### src/rtl/kvs_pkg.sv
`timescale 1ns / 1ps
// Shared types and constants of the keyframe vector sampler.
package kvs_pkg;

  localparam int MAX_KEYS  = 64;
  localparam int KEY_AW    = $clog2(MAX_KEYS);
  localparam int COUNT_W   = 7;
  localparam int TIME_W    = 24;
  localparam int VALUE_W   = 32;
  localparam int FRAC_W    = 16;
  localparam int FACTOR_W  = FRAC_W + 1;
  localparam int DIFF_W    = VALUE_W + 1;
  localparam int PROD_W    = FACTOR_W + 1 + DIFF_W;

  localparam logic [FACTOR_W-1:0] FACTOR_ZERO = '0;
  localparam logic [FACTOR_W-1:0] FACTOR_ONE  = FACTOR_W'(1) << FRAC_W;

  localparam logic OP_WRITE  = 1'b0;
  localparam logic OP_SAMPLE = 1'b1;

  typedef struct packed {
    logic        [TIME_W-1:0]  stamp;
    logic signed [VALUE_W-1:0] x;
    logic signed [VALUE_W-1:0] y;
    logic signed [VALUE_W-1:0] z;
  } key_t;

endpackage

### src/rtl/kvs_div.sv
`timescale 1ns / 1ps
// Restoring divider: factor = (num << 16) / den, one quotient bit per cycle.
module kvs_div (
  input  logic                         clk_i,
  input  logic                         rst_ni,
  input  logic                         start_i,
  input  logic [kvs_pkg::TIME_W-1:0]   num_i,
  input  logic [kvs_pkg::TIME_W-1:0]   den_i,
  output logic                         done_o,
  output logic [kvs_pkg::FACTOR_W-1:0] quot_o
);
  import kvs_pkg::*;

  localparam int CNT_W = $clog2(FACTOR_W + 1);

  logic [TIME_W:0]     rem_q;
  logic [TIME_W-1:0]   den_q;
  logic [FACTOR_W-1:0] quot_q;
  logic [CNT_W-1:0]    cnt_q;
  logic                run_q;
  logic                done_q;

  logic                ge;
  logic [TIME_W:0]     rem_sub;

  // num <= den on entry, so the remainder stays below 2*den
  assign ge      = rem_q >= {1'b0, den_q};
  assign rem_sub = ge ? (rem_q - {1'b0, den_q}) : rem_q;

  always_ff @(posedge clk_i or negedge rst_ni) begin
    if (!rst_ni) begin
      run_q  <= 1'b0;
      done_q <= 1'b0;
      cnt_q  <= '0;
    end else begin
      done_q <= 1'b0;
      if (start_i) begin
        rem_q  <= {1'b0, num_i};
        den_q  <= den_i;
        quot_q <= '0;
        cnt_q  <= CNT_W'(FACTOR_W);
        run_q  <= 1'b1;
      end else if (run_q) begin
        rem_q  <= {rem_sub[TIME_W-1:0], 1'b0};
        quot_q <= {quot_q[FACTOR_W-2:0], ge};
        cnt_q  <= cnt_q - 1'b1;
        if (cnt_q == CNT_W'(1)) begin
          run_q  <= 1'b0;
          done_q <= 1'b1;
        end
      end
    end
  end

  assign done_o = done_q;
  assign quot_o = quot_q;

endmodule

### config.mk
export PLATFORM = sky130hd
export DESIGN_NAME = kvs_div
export DESIGN_NICKNAME = d
export VERILOG_FILES = /design/src/rtl/kvs_pkg.sv /design/src/rtl/kvs_div.sv
export SDC_FILE = /design/constraint.sdc
export NUM_CORES = 1
export LEC_CHECK = 0
export BUFFER_PORTS_ARGS = -buffer_cell sky130_fd_sc_hd__buf_4
export CAP_MARGIN = 20
export CORE_ASPECT_RATIO = 1.5
export CORE_MARGIN = 2
export CORE_UTILIZATION = 40
export CTS_BUF_LIST = sky130_fd_sc_hd__clkbuf_8
export DETAILED_ROUTE_END_ITERATION = 8
export PLACE_DENSITY = 0.64
export SETUP_SLACK_MARGIN = 0.3
export SYNTH_ARGS = -nofsm -noshare
export SYNTH_HDL_FRONTEND = slang
export SYNTH_SLANG_ARGS = --single-unit
### constraint.sdc
create_clock -name clk_i -period 4.15 [get_ports clk_i]
set_clock_uncertainty 0.1 [all_clocks]
set_input_delay 0.6225 -clock clk_i [delete_from_list [all_inputs] [get_ports clk_i]]
set_output_delay 0.6225 -clock clk_i [all_outputs]
set_load 0.02 [all_outputs]
* After elaboration in Yosys (flattened, before gate mapping) *
Cells that the tools add are included.

storage, ports and cells
  flip-flop bits (word level) = 73
  bits in latches = 0
  bits in writable memories = 0
  ROM bits = 0
  input bits = 51
  word-level logic and storage cells = 26
  memories = 0

operators by class
  add/sub/neg operators = 2
  multipliers = 0
  divide/modulo/power cells = 0
  magnitude comparators = 1
  equal/unequal tests = 1
  shift-type cells = 0
  muxes and demuxes = 12
  bitwise logic cells = 0
  reduce and logical (&&, ||, !) cells = 3

operator list
  kind                                                  count
  two-way mux 24 bit                                    2
  greater-or-equal comparator 25 x 24 -> 1 bit          1
  two-way mux 25 bit                                    1
  subtractor 24 bit                                     1
  two-way mux 17 bit                                    1
  two-way mux 5 bit                                     2
  two-way mux 1 bit                                     6
  equality test 5 x 1 -> 1 bit (second input constant)  1
  subtractor 5 x 1 -> 5 bit (second input constant)     1
  AND reduction 2 bit                                   2
  nonzero test 2 bit                                    1

* Logic depth before layout (Yosys ltp) *
  depth in word-level cells = 4
  gate-level depth with buffers = 11

* Worst setup path before layout *
Ideal clock, no wire load.

  path kind = register to register
  from = register rem_q[0]
  to = register rem_q[23], data pin
  library setup time = 0.263 ns
  arrival time = 2.437 ns
  required time = 3.787 ns
  slack = 1.351 ns
  stages on the path, launching flop included = 12
  period minus slack after synthesis = 2.799 ns
  path through = edfxtp_1 > inv_1 > ha_1 > inv_1 > fa_1 > a211o_1 > a211oi_2 > o21bai_1 > a221o_1 > a31o_1 > a311oi_1 > o21ai_1

between the ends
  longest elaborated chain between the ends = 4
  elaborated cells between the ends (all ways) = 5
  those cells by class = add/sub: 1; order compare: 1; mux: 3

RTL lines
  element                                                                            RTL line                      text
  start, declared                                                                    kvs_div.sv:16                 logic [TIME_W:0] rem_q;
  start signal, assigned                                                             kvs_div.sv:38                 rem_q <= {1'b0, num_i};
  start signal, assigned                                                             kvs_div.sv:44                 rem_q <= {rem_sub[TIME_W-1:0], 1'b0};
  subtractor 24 bit or greater-or-equal comparator 25 x 24 -> 1 bit (tied branches)  kvs_div.sv:28, kvs_div.sv:27
  two-way mux 24 bit (*)                                                             kvs_div.sv:28                 assign rem_sub = ge ? (rem_q - {1'b0, den_q}) : rem_q;
  two-way mux 25 bit (*)                                                             kvs_div.sv:43                 end else if (run_q) begin
  two-way mux 24 bit (*)                                                             kvs_div.sv:37                 if (start_i) begin

Mark *: on every way between the ends. The rest lies on a longest branch, timed or not. The select of a mux whose other input is x is not followed.
A chain may end at the register's enable or synchronous reset.

* Final worst setup path *
Ends and elaborated chain as after synthesis.

==> results.sh <==
export IMPL_drive_above_1_share=0.213
export IMPL_post_dp_hpwl_um=8020
export IMPL_die_w_um=93.3
export IMPL_synth_edff_count=66
export IMPL_clock_sinks=73
export IMPL_ys_ff_latch=73
export IMPL_power_density_nw_per_um2=501
export IMPL_reg2reg_slack_ps=990
export IMPL_cap_violations=0
export IMPL_numPortBuffers=68
export IMPL_finalCritPeriodShare=0.761
export IMPL_synth_fp_nets=525
export IMPL_status="complete, no violations"
export IMPL_antennaDiodeCount=0
export IMPL_synth_distinct_cells=73
export IMPL_cp_endpoint="rem_q[23]$_DFFE_PP_"
export IMPL_setup_viol=0
export IMPL_cp_slowest_cell="fa_1"
export IMPL_synth_cells=447
export IMPL_hold_violations=0
export IMPL_critPathMaxFanout=4
export IMPL_initial_core_util=0.412
export IMPL_viasPerCell=5.60
export IMPL_p_leak_nw=2.35
export IMPL_grt_ovfl_total=0
export IMPL_worst_r2r_endpoint="rem_q[23]$_DFFE_PP_"
export IMPL_worstSetupStartpoint="rem_q[0]$_DFFE_PP_"
export IMPL_grt_usage=0.188
export IMPL_area_growth_pct=15.8
export IMPL_drtIter0Drc=267
export IMPL_ir_drop_uv=158
export IMPL_cts_buffer_depth=2
export IMPL_grt_setup_unrepaired="no"
export IMPL_die_area_um2=12900
export IMPL_startpoint_type="flop"
export IMPL_setup_ws_ps=993
export IMPL_vias=3706
export IMPL_yosysWarnings=0
export IMPL_crit_type="flop to flop"
export IMPL_wire_per_inst_um=17.3
export IMPL_clk_pin_slew_ps=80
export IMPL_min_path_type="input port to async pin"
export IMPL_grt_pass1_wl_um=18600
export IMPL_drc=0
export IMPL_dp_slack_ps=1030
export IMPL_final_setup_tns_ps=0
export IMPL_fmax_mhz=317
export IMPL_coreArea_um2=11600
export IMPL_async_flop_share=0.0959
export IMPL_grt_max_degree=58
export IMPL_layout_common_cells="buf_4, edfxtp_1, nor2_1"
export IMPL_final_common_cell="buf_4"
export IMPL_nNetsFinal=585
export IMPL_cts_buffers=9
export IMPL_path_common_cell="inv_1"
export IMPL_antenna_found_initial=0
export IMPL_fin_hold_ws_ps=45.2
export IMPL_critPathMaxStageDelay_ps=420
export IMPL_crit_arrival_ps=3160
export IMPL_worst_skew_pair_late_latency_ps=370
export IMPL_ys_seq_area_frac=0.451
export IMPL_cts_tree="done"
export IMPL_synthFlopType="edfxtp_1"
export IMPL_post_cts_setup_buffers=0
export IMPL_cts_root_buf="clkbuf_8"
export IMPL_gp_congestion=0.880
export IMPL_cts_max_level=3
export IMPL_r2r_cells=11
export IMPL_wl_um=11500
export IMPL_worst_pin_slew_ps=852
export IMPL_critPathRequiredTime_ps=4160
export IMPL_synth_area_per_cell_um2=10.7
export IMPL_r2r_start="rem_q[0]$_DFFE_PP_"
export IMPL_row_count=48
export IMPL_ctsResizeCount=0
export IMPL_grt_pass1_vias=3716
export IMPL_drv_slew=0
export IMPL_drtPass1Iterations=4
export IMPL_crit_path_cell_trace="inv_1 > ha_1 > inv_1 > fa_1 > a211o_1 > a211oi_2 > o21bai_1 > a221o_1 > a31o_1 > a311oi_1 > o21ai_1"
export IMPL_io_pin_count=69
export IMPL_synthesis_area_um2=4780
export IMPL_cp_end_kind="flop"
export IMPL_hold_buffers=0
export IMPL_finalCriticalPeriod_ps=3160
export IMPL_die_h_um=138
export IMPL_relSlewSlack=0.432
export IMPL_ant_nets=0
-- worst min path at each step --
stage,cells past startpoint,slack [ps],from,to
after floorplan,0,230,rst_ni,cnt_q[0]$_DFFE_PN0N_
after global placement,2,400,cnt_q[4]$_DFFE_PN0N_,cnt_q[4]$_DFFE_PN0N_
after detailed placement,2,410,cnt_q[4]$_DFFE_PN0N_,cnt_q[4]$_DFFE_PN0N_
after CTS,1,40,rst_ni,cnt_q[1]$_DFFE_PN0N_
after global routing,1,50,rst_ni,cnt_q[1]$_DFFE_PN0N_
final,1,50,rst_ni,cnt_q[1]$_DFFE_PN0N_
-- synth_stat cells (4+ instances only) --
cell | count | area, µm²
o211ai_1 | 5 | 37.5
nand3_1 | 5 | 25.0
ha_1 | 26 | 325
edfxtp_1 | 66 | 1980
o21ai_0 | 11 | 55.1
a211oi_1 | 5 | 37.5
nor2_1 | 35 | 131
xnor2_1 | 12 | 105
and2_1 | 7 | 43.8
nand2_1 | 32 | 120
nand2b_1 | 5 | 31.3
nor3_1 | 6 | 30.0
o31ai_1 | 6 | 45.0
clkbuf_1 | 11 | 41.3
nor2b_1 | 5 | 31.3
nand4_1 | 21 | 131
a21oi_1 | 20 | 100
a21o_1 | 8 | 60.1
inv_1 | 33 | 124
mux2i_1 | 18 | 180
o21ai_1 | 4 | 20.0
dfrtp_1 | 7 | 175
o311ai_1 | 14 | 123
xor2_1 | 7 | 61.3
a211o_1 | 4 | 35.0
buf_6 | 5 | 56.3
-- cell type report --
type,count,area (µm²)
clock inverter,6,42.5
clock buffer,10,138
sequential,73,2160
tap,150,188
timing repair buffer,73,548
fill,1071,6060
multi-input combinational,316,2330
inverter,34,128
-- through the flow --
step	util	cells	instance area [µm²]	power [W]
3_3_place_gp	0.462	646	5350	0.00223
2_1_floorplan	-	447	4780	0.00197
6_report	0.477	662	5530	0.00277
5_1_grt	0.477	662	5530	0.00295
3_5_place_dp	0.462	646	5350	0.00225
4_1_cts	0.477	662	5530	0.00278
-- worst max-delay path: cells and delay by family, from the launching register on --
kind                       cells  cell delay, ps
AOI/OAI and AO/OA              7            1660
buffers and inverters          2             130
DFF                            1             400
adders and majority gates      2             590
-- metal layers --
| layer | global-route usage | wire (µm) |
|---|---|---|
| met4 | 0.0743 | 216 |
| met5 | 0 | 0 |
| met3 | 0.0326 | 511 |
| met2 | 0.329 | 6010 |
| met1 | 0.228 | 4730 |
-- report_power, final --
part,internal (W),switching [W]
Sequential,0.000959,0.0000822
Clock,0.000234,0.000289
Combinational,0.000498,0.000712
Total,0.00169,0.00108
-- flip-flops by register name, indices dropped and copies added, names as in the netlist --
signal  count
cnt_q       5
den_q      24
done_o      1
quot_o     17
rem_q      25
run_q       1
-- cell families (layout without fill, tap and decap cells) --
| family | count (synthesis) | after routing | share of synthesized area |
|---|---|---|---|
| AND/OR/NAND/NOR | 138 | 138 | 0.151 |
| adder cells (fa/ha/maj) | 27 | 27 | 0.0723 |
| XOR/XNOR | 19 | 19 | 0.0348 |
| AO/OA/AOI/OAI | 113 | 113 | 0.190 |
| buffers and inverters | 58 | 123 | 0.0605 |
| multiplexers | 19 | 19 | 0.0401 |
| flip-flops | 73 | 73 | 0.451 |
Note: power is estimated with default switching activity, not from simulation.
