**config.mk**
```make
export PLATFORM = sky130hd
export DESIGN_NAME = kvs_lerp
export DESIGN_NICKNAME = d
export VERILOG_FILES = /design/src/rtl/kvs_pkg.sv /design/src/rtl/kvs_lerp.sv
export SDC_FILE = /design/constraint.sdc
export NUM_CORES = 2
export LEC_CHECK = 0
export BUFFER_PORTS_ARGS = -buffer_cell sky130_fd_sc_hd__buf_2
export CAP_MARGIN = 20
export CORE_MARGIN = 3
export CORE_UTILIZATION = 60
export DETAILED_ROUTE_END_ITERATION = 10
export PLACE_DENSITY = 0.82
export SLEW_MARGIN = 20
export SYNTH_ARGS = -nofsm -noshare
export SYNTH_HDL_FRONTEND = slang
export SYNTH_SLANG_ARGS = --single-unit
```
**constraint.sdc**
```tcl
create_clock -name clk_i -period 9.2 [get_ports clk_i]
set_clock_uncertainty 0.2 [all_clocks]
set_input_delay 0.92 -clock clk_i [delete_from_list [all_inputs] [get_ports clk_i]]
set_output_delay 0.92 -clock clk_i [all_outputs]
set_load 0.02 [all_outputs]
```
**src/rtl/kvs_pkg.sv**
```systemverilog
`timescale 1ns / 1ps
// Shared types and constants of the keyframe vector sampler.
package kvs_pkg;

  localparam int MAX_KEYS  = 64;
  localparam int KEY_AW    = $clog2(MAX_KEYS);
  localparam int COUNT_W   = 7;
  localparam int TIME_W    = 24;
  localparam int VALUE_W   = 32;
  localparam int FRAC_W    = 16;
  localparam int FACTOR_W  = FRAC_W + 1;
  localparam int DIFF_W    = VALUE_W + 1;
  localparam int PROD_W    = FACTOR_W + 1 + DIFF_W;

  localparam logic [FACTOR_W-1:0] FACTOR_ZERO = '0;
  localparam logic [FACTOR_W-1:0] FACTOR_ONE  = FACTOR_W'(1) << FRAC_W;

  localparam logic OP_WRITE  = 1'b0;
  localparam logic OP_SAMPLE = 1'b1;

  typedef struct packed {
    logic        [TIME_W-1:0]  stamp;
    logic signed [VALUE_W-1:0] x;
    logic signed [VALUE_W-1:0] y;
    logic signed [VALUE_W-1:0] z;
  } key_t;

endpackage

```
**src/rtl/kvs_lerp.sv**
```systemverilog
`timescale 1ns / 1ps
// Shared multiply-add: blends the three axes one after another.
module kvs_lerp (
  input  logic                                clk_i,
  input  logic                                rst_ni,
  input  logic                                start_i,
  input  logic [kvs_pkg::FACTOR_W-1:0]        factor_i,
  input  kvs_pkg::key_t                       key_a_i,
  input  kvs_pkg::key_t                       key_b_i,
  output logic                                done_o,
  output logic signed [kvs_pkg::VALUE_W-1:0]  x_o,
  output logic signed [kvs_pkg::VALUE_W-1:0]  y_o,
  output logic signed [kvs_pkg::VALUE_W-1:0]  z_o
);
  import kvs_pkg::*;

  typedef enum logic [1:0] {
    L_IDLE,
    L_DIFF,
    L_MUL,
    L_ADD
  } lerp_state_e;

  typedef enum logic [1:0] {
    AX_X,
    AX_Y,
    AX_Z
  } axis_e;

  lerp_state_e state_q;
  axis_e       axis_q;
  logic        done_q;

  logic signed [DIFF_W-1:0]  diff_q;
  logic signed [PROD_W-1:0]  prod_q;
  logic signed [VALUE_W-1:0] x_q, y_q, z_q;

  logic signed [VALUE_W-1:0] s_val, e_val, sum;

  always_comb begin
    unique case (axis_q)
      AX_X:    begin s_val = key_a_i.x; e_val = key_b_i.x; end
      AX_Y:    begin s_val = key_a_i.y; e_val = key_b_i.y; end
      AX_Z:    begin s_val = key_a_i.z; e_val = key_b_i.z; end
      default: begin s_val = key_a_i.x; e_val = key_b_i.x; end
    endcase
  end

  // floor(factor*d / 2^16); the true result lies between start and end
  assign sum = s_val + prod_q[FRAC_W +: VALUE_W];

  always_ff @(posedge clk_i or negedge rst_ni) begin
    if (!rst_ni) begin
      state_q <= L_IDLE;
      axis_q  <= AX_X;
      done_q  <= 1'b0;
    end else begin
      done_q <= 1'b0;
      unique case (state_q)
        L_IDLE: begin
          if (start_i) begin
            axis_q  <= AX_X;
            state_q <= L_DIFF;
          end
        end
        L_DIFF: begin
          diff_q  <= DIFF_W'(e_val) - DIFF_W'(s_val);
          state_q <= L_MUL;
        end
        L_MUL: begin
          prod_q  <= $signed({1'b0, factor_i}) * diff_q;
          state_q <= L_ADD;
        end
        L_ADD: begin
          unique case (axis_q)
            AX_X: begin
              x_q     <= sum;
              axis_q  <= AX_Y;
              state_q <= L_DIFF;
            end
            AX_Y: begin
              y_q     <= sum;
              axis_q  <= AX_Z;
              state_q <= L_DIFF;
            end
            default: begin
              z_q     <= sum;
              done_q  <= 1'b1;
              state_q <= L_IDLE;
            end
          endcase
        end
        default: state_q <= L_IDLE;
      endcase
    end
  end

  assign done_o = done_q;
  assign x_o    = x_q;
  assign y_o    = y_q;
  assign z_o    = z_q;

endmodule

```
# == Word-level counts from Yosys, hierarchy flattened ==
# Cells that the tools add are included.
# classes
n_addsub,2
mul,1
reduce_logical,10
bitwise_logic,1
n_eq_ne,7
n_mux,10
# op_table
op,count
case mux 32 bit (2 select lines),2
multiplier 18 x 33 -> 48 bit,1
subtractor 32 x 32 -> 33 bit,1
adder 32 bit,1
AND reduction 3 bit,4
case mux 2 bit (2 select lines),2
case mux 2 bit (4 select lines),1
"equality test 2 bit, second input constant",3
"equality test 2 x 1 -> 1 bit, second input constant",2
zero test 2 bit,2
two-way mux 2 bit,2
AND reduction 2 bit,2
two-way mux 1 bit,3
"!= test 3 bit, second input constant",1
"!= test 2 bit, second input constant",1
nonzero test 2 bit,1
OR reduction 2 bit,1
NOT 1 bit,1
# word_totals
out_inout_bits,97
elab_cells,39
regBits,182

# == Longest topological paths before layout ==
# logic_depth
word_depth,4
mapped_depth,25
depth_no_buf,23

# == Worst setup path after synthesis ==
# No wires, ideal clock.
# synth_timing
path_type,in2reg
from,input port factor_i[9] in the netlist's numbering
to,"register prod_q[42], data pin"
n_path_buf,1
setup_time_ns,0.259
path_slack_ns,2.296
arrival_time_ns,6.445
path_stages,23
t_required_ns,8.741
path_cell_list,clkbuf_1 > nand2_1 > fa_1 > inv_1 > fa_1 > inv_1 > fa_1 > inv_1 > fa_1 > fa_1 > inv_1 > fa_1 > inv_1 > ha_1 > and3_1 > o211ai_1 > or4b_1 > a21oi_1 > o21ai_1 > o21a_1 > o21ai_2 > a221o_1 > xor2_1
# synth_between
elab_chain_cells,1
# synth_rtl
item,line,rtl
from (decl),kvs_lerp.sv:7,"input logic [kvs_pkg::FACTOR_W-1:0] factor_i,"
multiplier 18 x 33 -> 48 bit,kvs_lerp.sv:71,"prod_q <= $signed({1'b0, factor_i}) * diff_q;"
to (signal assigned),kvs_lerp.sv:71,
to (decl),kvs_lerp.sv:35,logic signed [PROD_W-1:0] prod_q;
# Every way passes these cells.
# A chain may end at the register's enable or synchronous reset.

# == Worst setup path in the final report ==
# layout_timing
from,input port factor_i[11] in the netlist's numbering
to,"register prod_q[42], data pin"
# The elaborated chain is that of the path after synthesis.

==> results.txt <==
Synthesized netlist net count: 3909. The detailed-route wire length per cell came out at 19.9 um. The total clock buffers created by CTS is 17. Across the run, the number of max-cap violations was 0. The fill cell total of the finished layout was 3494.

Setup violations remaining at the end of the flow were counted as 0. In the final timing run, aggregate negative setup slack is 0 ns. The standard-cell row count is 78. The clock period could shrink to 7.63 ns. Based on the critical path, the design can be clocked at up to 131 MHz. The run gives 7.62 ns as the worst path arrival time. The cell that appears most often on the critical path is sky130_fd_sc_hd__fa_1. TritonCTS built the clock tree. The kind of critical path is input pin to flip-flop. Summed over all layers, the routed wires come to 75200 um. The insertion delay of the later-clocked pin in the worst-skew pair is 0.44 ns. The layout-stage area growth over the synthesis result is 8.88%. Across every metal layer, demand over resource in global routing totals 30.8%. Buffers added to address setup during post-CTS repair amount to 0.

The mean area per synthesized cell was 9.50 um2. The longest clock path from root to sink contains 2 buffers. The clock tree synthesis step divided the H-tree into 4 levels.

The congestion estimate from routability-driven global placement came to 0.988. The share of layout cells above drive strength 1 came out at 11.6%. For this design the top-level I/O count stands at 357. The clock sink total was 166. Setup repair after global routing left no endpoint under its margin.

Flip-flop cell with the highest count after synthesis: sky130_fd_sc_hd__edfxtp_1. The largest stage delay on the critical path was 0.66 ns. STA classifies the critical path startpoint as an input pin. The die covers 49400 um2. The slew at the pin closest to its max-slew limit is 0.947 ns, and the core box area is 45800 um2. The initial antenna violation count came out at 3. For the part of the Yosys area used for sequential elements, the log shows 17.7%. STA puts the critical path data required time at 9.19 ns.

Number of instances in the synthesized netlist: 2952. Measured along the x axis, the die boundary spans 222 um. Clock-pin slew was measured on the worst setup and hold paths at 0.07 ns. The number of gates resized after CTS was 0.

Detailed placement finished with a half-perimeter wire length of 59000 um. For this run, the number of Yosys warnings is 0. Synthesis instantiated 68 different standard cells from the library. The run gives 1798 as the iteration-0 DRC count of the detailed router. In this run the tightest slew margin relative to its limit is 36.2%. Largest net degree at the start of global routing: 106. The count of non-filler cells in the finished layout is 3786, and the post-detailed-route via-to-cell ratio is 5.74.

The net count of the finished layout is 4129. The detail route stage leaves a number of antenna-violating nets equal to 0. The hold violation count in the final report was 0; the detailed-route via count was 21741.

The number of flops mapped to enable cells by yosys is 161, and the overall overflow remaining after global route is 0. CTS placed an instance of sky130_fd_sc_hd__clkbuf_16 at the clock tree root. The tools report the instance count after placement with tap cells included as 3753.

The final critical path takes up 82.9% of the cycle. The share of flip-flops with an asynchronous set or reset after synthesis was 3.01%. In the routed design, unresolved DRC markers number 0. The netlist area before placement is 28000 um2. The synthesis-stage register bit count was 166; the y dimension of the die was 222 um. The count of buffers added on input and output ports is 308. Before antenna repair, the detailed router went through 6 iterations.

Count of hold buffers inserted by post-cts repair: 0. Kind of end point of the critical path: a flip-flop. The critical path goes through buf_2 > nand2_1 > fa_1 > inv_1 > fa_1 > inv_1 > fa_1 > inv_1 > fa_1 > fa_1 > inv_1 > fa_1 > inv_1 > ha_1 > and3_1 > o211ai_1 > or4b_1 > a21oi_1 > o21ai_1 > o21a_1 > o21ai_2 > a221o_1 > xor2_1. For this design, the slowest cell found on the critical path is sky130_fd_sc_hd__buf_2. The max-slew violation count came out at 0.

The type of the most critical hold path was input pin to asynchronous set/reset pin. The initial utilization of the core area, before any placement, comes to 61.3%. The first global-routing pass estimated 120000 um of wire. The maximum fanout encountered on the critical timing path is 33.

The run finished with clean final reports. The via count of the first global-routing pass is 23551.
## final timing paths
kind	to	cells past startpoint	startpoint	slack (ns)
min reg2reg	axis_q[1]	1	axis_q[1]	0.36
min	axis_q[0]	1	rst_ni	0.11
max reg2reg	prod_q[42]	22	diff_q[7]	1.77
min in group clk_i	axis_q[1]	1	axis_q[1]	0.36
max in group asynchronous	state_q[0]	1	rst_ni	8.52
max	prod_q[42]	23	factor_i[11]	1.57
## stage by stage
stage	hold WS (ns)	setup slack (ns)	area [um2]	util (%)
2_1_floorplan	0.291	2.30	28000	-
3_3_place_gp	0.315	1.28	30000	65.5
3_5_place_dp	0.334	1.24	30000	65.5
4_1_cts	0.103	1.68	30500	66.7
5_1_grt	0.111	1.35	30500	66.7
6_report	0.110	1.57	30500	66.7
## kinds of logic after synthesis
kind of cell	Yosys count	synth area share, %
compound gates	412	9.48
xor+xnor	99	3.09
fa+ha+maj	697	44.9
buf+inv	766	10.3
flops	166	17.7
mux	1	0.0357
simple gates	811	14.6
## per-layer routing
metal	track usage [%]	share of wire, %	up-vias
li1	-	-	9569
met4	13.6	4.7	0
met3	4.91	7.9	268
met1	38.2	37	10836
met2	53.6	50	1068
met5	0	0	-
## worst max-delay path: cells and delay by family
family / cells / cell delay (ns)
compound gates: 6 / 1.41
simple gates: 3 / 0.97
xor+xnor: 1 / 0.06
buf+inv: 6 / 0.93
fa+ha+maj: 7 / 3.31
## flip-flops by register name, summed over array words and instances (netlist names)
register,cells
state_q,2
z_o,32
y_o,32
axis_q,2
done_o,1
diff_q,33
x_o,32
prod_q,32
## cell usage in the layout, fill, tap and decap left out, drive strengths merged, types with 11 or more instances in the layout
master	instances
and2	321
a31oi	12
nand2	283
ha	181
o21bai	11
o21ai	52
o21a	17
nand2b	13
fa	516
nand3	20
xnor2	68
nor2b	15
buf	321
nor2	112
edfxtp	161
nand4	11
a21o	49
clkbuf	17
inv	650
xor2	31
a21oi	153
and3	13
a22oi	64
## cells in the mapped netlist, drive strengths merged, types with 8 or more instances
cell    count  area, um2
clkbuf    116        435
o21ai      52        264
o21bai     11       82.6
nor3        8       40.0
ha        181       2260
nand2     283       1060
and3       13       81.3
nor2      112        420
a31oi      12       81.3
fa        516      10300
edfxtp    161       4830
a22oi      64        480
nor2b      15       93.8
nand4      11       68.8
nand3      20        105
a21o       49        368
xor2       31        272
a21oi     153        766
inv       646       2420
o21a       17        128
and2      321       2010
nand2b     13       81.3
xnor2      68        596
## cell type report
class | instances | area, um2 | area share [%]
flip-flops and latches | 166 | 4960 | 16.2
multi-input cells | 2020 | 20200 | 66.2
diodes | 1 | 2.50 | 0.00819
well taps | 600 | 751 | 2.46
clock inverters | 15 | 106 | 0.348
inverters | 646 | 2420 | 7.94
repair buffers | 321 | 1640 | 5.37
clock buffers | 17 | 425 | 1.39
Power is not shown: default switching activity piles up to over one toggle a cycle in this logic, so the estimate is an artifact.
